[config.mk]
export PLATFORM = sky130hd
export DESIGN_NAME = top_k_score_board_top
export DESIGN_NICKNAME = d
export VERILOG_FILES = /design/src/hdl/tksb_pkg.sv /design/src/hdl/tksb_ram.sv /design/src/hdl/tksb_cmp.sv /design/src/hdl/top_k_score_board_top.sv
export SDC_FILE = /design/constraint.sdc
export NUM_CORES = 2
export LEC_CHECK = 0
export ABC_AREA = 0
export ABC_CLOCK_PERIOD_IN_PS = 5070
export BUFFER_PORTS_ARGS = -buffer_cell sky130_fd_sc_hd__clkbuf_2
export CAP_MARGIN = 10
export CORE_ASPECT_RATIO = 1.5
export CORE_MARGIN = 2
export CORE_UTILIZATION = 55
export CTS_BUF_LIST = sky130_fd_sc_hd__clkbuf_16
export DETAILED_ROUTE_END_ITERATION = 12
export HOLD_SLACK_MARGIN = 0.06
export PLACE_DENSITY = 0.74
export REMOVE_ABC_BUFFERS = 1
export SLEW_MARGIN = 15
export SYNTH_ARGS = -nofsm -noshare
export SYNTH_HDL_FRONTEND = slang
export SYNTH_SLANG_ARGS = --single-unit
[constraint.sdc]
create_clock -name aclk -period 5.07 [get_ports aclk]
set_input_delay 0.507 -clock aclk [delete_from_list [all_inputs] [get_ports aclk]]
set_output_delay 0.507 -clock aclk [all_outputs]
set_load 0.005 [all_outputs]
[src/hdl/tksb_pkg.sv]
// Shared types and codes for the top-k score board.
// Transaction payload structs, stored entry format, action codes, sequencer states.
// No dependencies.
package tksb_pkg;

    localparam int ID_W    = 32;
    localparam int SCORE_W = 32;
    localparam int SLOT_W  = 5;
    localparam int RANK_W  = 5;
    localparam int CNT_W   = 6;

    localparam logic [1:0] ACT_UPDATE = 2'd0;
    localparam logic [1:0] ACT_READ   = 2'd1;
    localparam logic [1:0] ACT_CLEAR  = 2'd2;

    typedef struct packed {
        logic [1:0]         action;
        logic [ID_W-1:0]    player_id;
        logic [SCORE_W-1:0] new_score;
        logic [SLOT_W-1:0]  slot;
    } tksb_in_t;

    typedef struct packed {
        logic [RANK_W-1:0]  rank;
        logic               ranked;
        logic [CNT_W-1:0]   entry_count;
        logic               read_valid;
        logic [ID_W-1:0]    read_id;
        logic [SCORE_W-1:0] read_score;
    } tksb_out_t;

    typedef struct packed {
        logic [ID_W-1:0]    id;
        logic [SCORE_W-1:0] score;
    } tksb_entry_t;

    typedef enum logic [3:0] {
        ST_IDLE,
        ST_SCAN,
        ST_SCAN_TAIL,
        ST_PLAN,
        ST_SHIFT,
        ST_SHIFT_TAIL,
        ST_WRITE,
        ST_READ,
        ST_FINISH
    } tksb_state_t;

endpackage

[src/hdl/tksb_ram.sv]
// Generic single-write, single-read RAM with registered read data.
// Read data holds while no read is issued. No dependencies.
module tksb_ram #(
    parameter int WIDTH = 64,
    parameter int DEPTH = 32
) (
    input  logic                     aclk,
    input  logic                     wr_en,
    input  logic [$clog2(DEPTH)-1:0] wr_addr,
    input  logic [WIDTH-1:0]         wr_data,
    input  logic                     rd_en,
    input  logic [$clog2(DEPTH)-1:0] rd_addr,
    output logic [WIDTH-1:0]         rd_data
);

    logic [WIDTH-1:0] mem_reg [DEPTH];
    logic [WIDTH-1:0] rd_data_reg;

    always_ff @(posedge aclk) begin
        if (wr_en) begin
            mem_reg[wr_addr] <= wr_data;
        end
        if (rd_en) begin
            rd_data_reg <= mem_reg[rd_addr];
        end
    end

    assign rd_data = rd_data_reg;

endmodule

[src/hdl/tksb_cmp.sv]
// Compare/count unit: looks for the id and counts entries ranking above the new score.
// One stored entry per strobe. Depends on tksb_pkg.
module tksb_cmp #(
    parameter int LIST_DEPTH = 32
) (
    input  logic                              aclk,
    input  logic                              aresetn,
    input  logic                              start,
    input  logic                              valid,
    input  logic [$clog2(LIST_DEPTH)-1:0]     idx,
    input  tksb_pkg::tksb_entry_t             entry,
    input  logic [tksb_pkg::ID_W-1:0]         id,
    input  logic [tksb_pkg::SCORE_W-1:0]      score,
    output logic                              found,
    output logic [$clog2(LIST_DEPTH)-1:0]     pos,
    output logic [$clog2(LIST_DEPTH+1)-1:0]   cnt
);
    import tksb_pkg::*;

    localparam int AW = $clog2(LIST_DEPTH);
    localparam int CW = $clog2(LIST_DEPTH + 1);

    logic          found_reg, found_next;
    logic [AW-1:0] pos_reg, pos_next;
    logic [CW-1:0] cnt_reg, cnt_next;

    always_comb begin
        found_next = found_reg;
        pos_next   = pos_reg;
        cnt_next   = cnt_reg;
        if (start) begin
            found_next = 1'b0;
            pos_next   = '0;
            cnt_next   = '0;
        end else if (valid) begin
            if (!found_reg && entry.id == id) begin
                // skip the matching entry itself
                found_next = 1'b1;
                pos_next   = idx;
            end else if (found_reg) begin
                // ties after the old place fall below the moved entry
                if (entry.score > score) begin
                    cnt_next = cnt_reg + 1'b1;
                end
            end else begin
                if (entry.score >= score) begin
                    cnt_next = cnt_reg + 1'b1;
                end
            end
        end
    end

    always_ff @(posedge aclk) begin
        if (!aresetn) begin
            found_reg <= 1'b0;
            pos_reg   <= '0;
            cnt_reg   <= '0;
        end else begin
            found_reg <= found_next;
            pos_reg   <= pos_next;
            cnt_reg   <= cnt_next;
        end
    end

    assign found = found_reg;
    assign pos   = pos_reg;
    assign cnt   = cnt_reg;

endmodule

[src/hdl/top_k_score_board_top.sv]
// An update scans the held entries (an empty list skips the scan), plans the placement, shifts
// the entries that move and writes the new one if it is kept; a read fetches its slot; clear and
// unknown codes go straight to the finish step. The next transaction is taken after the result is raised.
// The compare unit walks the RAM one entry per cycle under the sequencer.
// A result waiting on the output holds the next transaction only at its finish step.
// aresetn (synchronous, active low) empties the list; RAM contents are not cleared.
module top_k_score_board_top #(
    parameter int LIST_DEPTH = 32
) (
    input  logic                aclk,
    input  logic                aresetn,
    input  logic                s_valid,
    output logic                s_ready,
    input  tksb_pkg::tksb_in_t  s_data,
    output logic                m_valid,
    input  logic                m_ready,
    output tksb_pkg::tksb_out_t m_data
);
    import tksb_pkg::*;

    localparam int AW = $clog2(LIST_DEPTH);
    localparam int CW = $clog2(LIST_DEPTH + 1);
    localparam logic [CW-1:0] DEPTH_C = CW'(LIST_DEPTH);

    tksb_state_t state_reg, state_next;

    logic [1:0]         action_reg, action_next;
    logic [ID_W-1:0]    id_reg, id_next;
    logic [SCORE_W-1:0] score_reg, score_next;
    logic [SLOT_W-1:0]  slot_reg, slot_next;
    logic [CW-1:0]      count_reg, count_next;
    logic [AW-1:0]      ptr_reg, ptr_next;
    logic [AW-1:0]      end_reg, end_next;
    logic               down_reg, down_next;
    logic               cmp_valid_reg, cmp_valid_next;
    logic [AW-1:0]      cmp_idx_reg, cmp_idx_next;
    logic               wpend_reg, wpend_next;
    logic [AW-1:0]      waddr_reg, waddr_next;
    logic               m_valid_reg, m_valid_next;
    tksb_out_t          out_reg, out_next;

    logic          accept;
    logic          rd_en, wr_en;
    logic [AW-1:0] rd_addr, wr_addr;
    tksb_entry_t   wr_data, rd_data;
    logic          cmp_start;

    logic          found;
    logic [AW-1:0] pos;
    logic [CW-1:0] cnt;

    logic          keep;
    logic          need_shift;
    logic          plan_down;
    logic [CW-1:0] top_c;
    logic [CW-1:0] start_c;
    logic          slot_hit;
    logic          out_free;

    assign accept    = s_valid && s_ready;
    assign cmp_start = accept;
    assign out_free  = !m_valid_reg || m_ready;
    assign slot_hit  = {{CW{1'b0}}, slot_reg} < {{SLOT_W{1'b0}}, count_reg};
    assign keep      = found || (cnt < DEPTH_C);

    // placement plan from the scan results
    always_comb begin
        top_c      = (count_reg == DEPTH_C) ? DEPTH_C - 1'b1 : count_reg;
        plan_down  = 1'b1;
        need_shift = 1'b0;
        start_c    = '0;
        if (found) begin
            if (cnt < CW'(pos)) begin
                need_shift = 1'b1;
                start_c    = CW'(pos) - 1'b1;
            end else if (cnt > CW'(pos)) begin
                plan_down  = 1'b0;
                need_shift = 1'b1;
                start_c    = CW'(pos) + 1'b1;
            end
        end else if (keep && top_c > cnt) begin
            need_shift = 1'b1;
            start_c    = top_c - 1'b1;
        end
    end

    tksb_ram #(
        .WIDTH ($bits(tksb_entry_t)),
        .DEPTH (LIST_DEPTH)
    ) u_ram (
        .aclk    (aclk),
        .wr_en   (wr_en),
        .wr_addr (wr_addr),
        .wr_data (wr_data),
        .rd_en   (rd_en),
        .rd_addr (rd_addr),
        .rd_data (rd_data)
    );

    tksb_cmp #(
        .LIST_DEPTH (LIST_DEPTH)
    ) u_cmp (
        .aclk    (aclk),
        .aresetn (aresetn),
        .start   (cmp_start),
        .valid   (cmp_valid_reg),
        .idx     (cmp_idx_reg),
        .entry   (rd_data),
        .id      (id_reg),
        .score   (score_reg),
        .found   (found),
        .pos     (pos),
        .cnt     (cnt)
    );

    // next state
    always_comb begin
        state_next = state_reg;
        unique case (state_reg)
            ST_IDLE: begin
                if (accept) begin
                    case (s_data.action)
                        ACT_UPDATE: state_next = (count_reg == '0) ? ST_PLAN : ST_SCAN;
                        ACT_READ:   state_next = ST_READ;
                        default:    state_next = ST_FINISH;
                    endcase
                end
            end
            ST_SCAN: begin
                if (CW'(ptr_reg) == count_reg - 1'b1) begin
                    state_next = ST_SCAN_TAIL;
                end
            end
            ST_SCAN_TAIL: state_next = ST_PLAN;
            ST_PLAN: begin
                if (!keep) begin
                    state_next = ST_FINISH;
                end else if (need_shift) begin
                    state_next = ST_SHIFT;
                end else begin
                    state_next = ST_WRITE;
                end
            end
            ST_SHIFT: begin
                if (ptr_reg == end_reg) begin
                    state_next = ST_SHIFT_TAIL;
                end
            end
            ST_SHIFT_TAIL: state_next = ST_WRITE;
            ST_WRITE:      state_next = ST_FINISH;
            ST_READ:       state_next = ST_FINISH;
            ST_FINISH: begin
                if (out_free) begin
                    state_next = ST_IDLE;
                end
            end
            default: state_next = ST_IDLE;
        endcase
    end

    // memory and handshake controls
    always_comb begin
        s_ready = 1'b0;
        rd_en   = 1'b0;
        rd_addr = ptr_reg;
        wr_en   = 1'b0;
        wr_addr = waddr_reg;
        wr_data = rd_data;
        unique case (state_reg)
            ST_IDLE: s_ready = 1'b1;
            ST_SCAN: rd_en = 1'b1;
            ST_SHIFT: begin
                rd_en = 1'b1;
                wr_en = wpend_reg;
            end
            ST_SHIFT_TAIL: wr_en = wpend_reg;
            ST_WRITE: begin
                wr_en   = 1'b1;
                wr_addr = AW'(cnt);
                wr_data = '{id: id_reg, score: score_reg};
            end
            ST_READ: begin
                rd_en   = 1'b1;
                rd_addr = AW'(slot_reg);
            end
            ST_SCAN_TAIL, ST_PLAN, ST_FINISH: begin
            end
            default: begin
            end
        endcase
    end

    // datapath registers
    always_comb begin
        action_next    = action_reg;
        id_next        = id_reg;
        score_next     = score_reg;
        slot_next      = slot_reg;
        count_next     = count_reg;
        ptr_next       = ptr_reg;
        end_next       = end_reg;
        down_next      = down_reg;
        cmp_valid_next = (state_reg == ST_SCAN);
        cmp_idx_next   = ptr_reg;
        wpend_next     = (state_reg == ST_SHIFT);
        waddr_next     = down_reg ? ptr_reg + 1'b1 : ptr_reg - 1'b1;
        out_next       = out_reg;
        m_valid_next   = m_valid_reg && !m_ready;

        if (accept) begin
            action_next = s_data.action;
            id_next     = s_data.player_id;
            score_next  = s_data.new_score;
            slot_next   = s_data.slot;
            ptr_next    = '0;
            if (s_data.action == ACT_CLEAR) begin
                count_next = '0;
            end
        end

        if (state_reg == ST_SCAN) begin
            ptr_next = ptr_reg + 1'b1;
        end

        if (state_reg == ST_PLAN) begin
            ptr_next  = AW'(start_c);
            end_next  = AW'(cnt);
            down_next = plan_down;
            if (!found && keep && count_reg != DEPTH_C) begin
                count_next = count_reg + 1'b1;
            end
        end

        if (state_reg == ST_SHIFT) begin
            ptr_next = down_reg ? ptr_reg - 1'b1 : ptr_reg + 1'b1;
        end

        if (state_reg == ST_FINISH && out_free) begin
            m_valid_next         = 1'b1;
            out_next             = '0;
            out_next.entry_count = CNT_W'(count_reg);
            if (action_reg == ACT_UPDATE && keep) begin
                out_next.ranked = 1'b1;
                out_next.rank   = RANK_W'(cnt);
            end
            if (action_reg == ACT_READ && slot_hit) begin
                out_next.read_valid = 1'b1;
                out_next.read_id    = rd_data.id;
                out_next.read_score = rd_data.score;
            end
        end
    end

    always_ff @(posedge aclk) begin
        if (!aresetn) begin
            state_reg     <= ST_IDLE;
            count_reg     <= '0;
            cmp_valid_reg <= 1'b0;
            wpend_reg     <= 1'b0;
            m_valid_reg   <= 1'b0;
        end else begin
            state_reg     <= state_next;
            count_reg     <= count_next;
            cmp_valid_reg <= cmp_valid_next;
            wpend_reg     <= wpend_next;
            m_valid_reg   <= m_valid_next;
        end
    end

    always_ff @(posedge aclk) begin
        action_reg  <= action_next;
        id_reg      <= id_next;
        score_reg   <= score_next;
        slot_reg    <= slot_next;
        ptr_reg     <= ptr_next;
        end_reg     <= end_next;
        down_reg    <= down_next;
        cmp_idx_reg <= cmp_idx_next;
        waddr_reg   <= waddr_next;
        out_reg     <= out_next;
    end

    assign m_valid = m_valid_reg;
    assign m_data  = out_reg;

`ifndef NO_ASSERTIONS
    a_count_range: assert property (@(posedge aclk) disable iff (!aresetn)
        count_reg <= DEPTH_C)
        else $error("entry count exceeds list depth");

    a_result_from_finish: assert property (@(posedge aclk) disable iff (!aresetn)
        $rose(m_valid_reg) |-> $past(state_reg == ST_FINISH))
        else $error("result raised outside finish state");

    a_no_write_idle: assert property (@(posedge aclk) disable iff (!aresetn)
        state_reg == ST_IDLE |-> !wr_en)
        else $error("RAM write while idle");

    a_no_rw_collision: assert property (@(posedge aclk) disable iff (!aresetn)
        (wr_en && rd_en) |-> wr_addr != rd_addr)
        else $error("shift read and write hit the same slot");
`endif

endmodule

==> reports/qor.csv <==
stage;metric;value;unit
pwr;total power density per cell area;554;nW/µm²
synth;Mapped Area;88800;µm²
route;met3 wire len;23.3;mm
grt;global route overflow;0;
cells_and_area;Finished Layout Cells;6806;
critical_path;CP peak stage delay;0.76;ns
critical_path;crit path buf inv count;2;
critical_path;WS Path Type;reg2reg;
cts;H-tree Lvls;4;
sta;Hold Fails Final Rpt;0;
critical_path;Critical Path End Type;flip-flop;
sta;setup violators final;0;
critical_path;cell mode on critical path;buf_12;
pwr;combinational power share;0.276;
critical_path;CP Max Fanout;48;
critical_path;Crit-path slowest cell;dfxtp_1;
route;met1 WL;81.8;mm
cts;CTS tree;yes;
floorplan;core area;160000;µm²
pwr;internal power;38.3;mW
cts;Max Root-Sink Buffers;3;
floorplan;initial core utilization;0.554;
cts;CTS buffer count;198;
placement;hpwl dp;124;mm
synth;Synth cell types;68;
pwr;Seq pwr share;0.461;
run_status;status;finished, final reports clean;
sta;setup TNS;0;ns
sta;slew of the pin with the lowest slew margin;1.18;ns
floorplan;I/O pins;154;
critical_path;Top delay family on crit path;multiplexers;
cells_and_area;Area growth syn-to-layout;12.8;%
cts;CTS resizes;0;
route;post-route antenna net violation count;0;
sta;Max Clock Freq;262;MHz
sta;min cycle time layout;3.81;ns
route;total length of routed wires;232;mm
grt;gr usage total;0.282;
placement;GPL Wtd Cong;0.844;
floorplan;Die Wd;332;µm
critical_path;CP cell instances;nand4b_4 -> mux2i_4 -> buf_12 -> buf_12 -> mux4_2 -> a22oi_1 -> nand4_1;
route;vias per std cell;6.72;
pwr;VDD IR max;440;µV
sta;RSZ-0062 raised after global routing;no;
grt;first-pass GRT wire length;328;mm
sta;Final period util;0.752;
critical_path;startpoint types;flip-flop;
synth;fraction of registers with async set or reset after synthesis;0;
cells_and_area;final net count;4686;
critical_path;Critical Path RT;5.60;ns
sta;Rel. slew slack;0.214;
synth;Post-synth EDFFs;2271;
placement;port bufs;153;
pwr;Sw Share;0.309;
cts;Root Buffer;clkbuf_16;
route;First-pass DRT Iterations;7;
cts;CTS Sinks;2306;
route;via count;45700;
synth;dominant synthesized flop cell;edfxtp_1;
worst_hold_path;hold crit path type;in2reg;
grt;largest net degree at the start of global routing;138;
cts;clock latency on the worst-skew pair;0.83;ns
sta;Slew Viols, Final;0;
pwr;Switch Pwr;17.1;mW
route;DRC violations left;0;
synth;Avg Inst Size Synth;21.3;µm²
synth;Mapped Cells;4167;
route;DR iter-0 viols;6258;
floorplan;DIE AREA;165000;µm²
cts;clk slew on worst S/H paths;0.07;ns
route;wire per inst;34.1;µm
critical_path;arrival time worst endpoint;4.34;ns
floorplan;row cnt;180;
sta;Worst Skew;0.0272;ns
synth;sequential element share of the synthesized area;0.776;
grt;vias in the first global route;45900;
floorplan;Die H;496;µm
pwr;leakage;32.0;nW
route;DR top layer;met4;
flow_run;Max Cap Viol;0;
cells_and_area;max reg flops;2048;
placement;Inst Count DP;6377;
route;metal2 WL;117;mm
pwr;Clk pwr share;0.262;
synth;Ys Warns;0;
cells_and_area;layout cells sized above 1;0.250;
grt;initial antenna violation count;2;
synth;count of state elements after synthesis;2306;
[per-stage QoR]
stage	worst slack [ns]	cell area, µm²	util	hold WS [ns]	total power [mW]
CTS	1.32	100000	0.624	0.0747	55.5
floorplan	-45.05	87700	-	0.440	33.5
detailed placement	1.32	93300	0.582	0.454	41.1
global placement	1.42	93200	0.581	0.447	40.7
global route	1.11	100000	0.625	0.109	57.2
finish	1.26	100000	0.625	0.131	55.5
[logic make-up after synthesis]
| kind of cell | after synthesis | synth area share |
|---|---|---|
| fa+ha+maj | 55 | 0.00775 |
| compound gates | 500 | 0.0395 |
| flops | 2306 | 0.776 |
| buf+inv | 345 | 0.0183 |
| mux | 530 | 0.132 |
| simple gates | 375 | 0.0215 |
| xor+xnor | 56 | 0.00552 |
[synth_stat cells (all sizes together) (35+ instances only)]
library cell,n,share of area
clkbuf,76,0.0032
o21ai,87,0.0049
inv,125,0.0053
dfxtp,35,0.0079
nor2,80,0.0035
edfxtp,2271,0.77
a22oi,257,0.022
ha,55,0.0077
xor2,38,0.0037
nand4,73,0.0051
a211oi,69,0.0058
nand2,111,0.0047
mux4,512,0.13
buf,144,0.0098
[final cells by class]
type / count / area (µm²)
antenna: 2 / 5.00
clock buffer: 203 / 5080
clock inverter: 152 / 1060
fill: 10600 / 60200
inverter: 125 / 474
sequential: 2306 / 68900
multi-input combinational: 1516 / 18700
timing repair buffer: 409 / 3320
tap: 2093 / 2620
[timing repair]
action / CTS / global route
buffers inserted: 0 / 0
setup endpoints to repair: 0 / 0
hold endpoints to repair: 73 / 0
hold buffers: 72 / 0
[path summary, 6_finish.rpt]
path	from	to	slack (ns)	depth (start not counted)
worst min register to register	cmp_idx_reg[0]	u_cmp.pos[0]	0.47	2
worst max-delay path	state_reg[1]	u_ram.rd_data[49]	1.26	7
worst min-delay path	aresetn	m_valid	0.13	2
worst max register to register	state_reg[1]	u_ram.rd_data[49]	1.26	7
[placed cells by master (no fill, tap or decap), drive strengths merged, types with 4 or more instances in the layout]
cell / count
edfxtp: 2271
mux4: 512
clkbuf: 356
a22oi: 257
buf: 184
inv: 180
nand2: 111
o21ai: 87
nor2: 80
clkinv: 79
nand4: 73
dlygate4sd3: 72
a211oi: 69
ha: 55
xor2: 38
dfxtp: 35
nand3: 26
a21oi: 25
xnor2: 18
mux2i: 17
nor4: 15
nor3: 15
bufinv: 12
a21o: 12
nand2b: 9
nor2b: 7
nor3b: 6
a31oi: 6
o31ai: 6
clkinvlp: 6
o211ai: 5
and4: 5
nor4b: 5
and3: 4
o21a: 4
o22ai: 4
and2: 4
[per-layer routing]
layer  GRT usage  vias to the layer above
met5           0                        -
met4       0.120                        0
li1            -                    18300
met2       0.472                     3055
met3      0.0512                      521
met1       0.368                    23900
[power by group through the flow]
stage               clock [mW]  combinational, mW  sequential, mW
floorplan                    0               7.51            26.0
global placement             0               14.7            26.0
detailed placement           0               15.2            26.0
CTS                       14.7               15.3            25.6
global route              15.3               16.2            25.6
finish                    14.5               15.3            25.6
No activity file was read; power rests on OpenSTA's default activity.
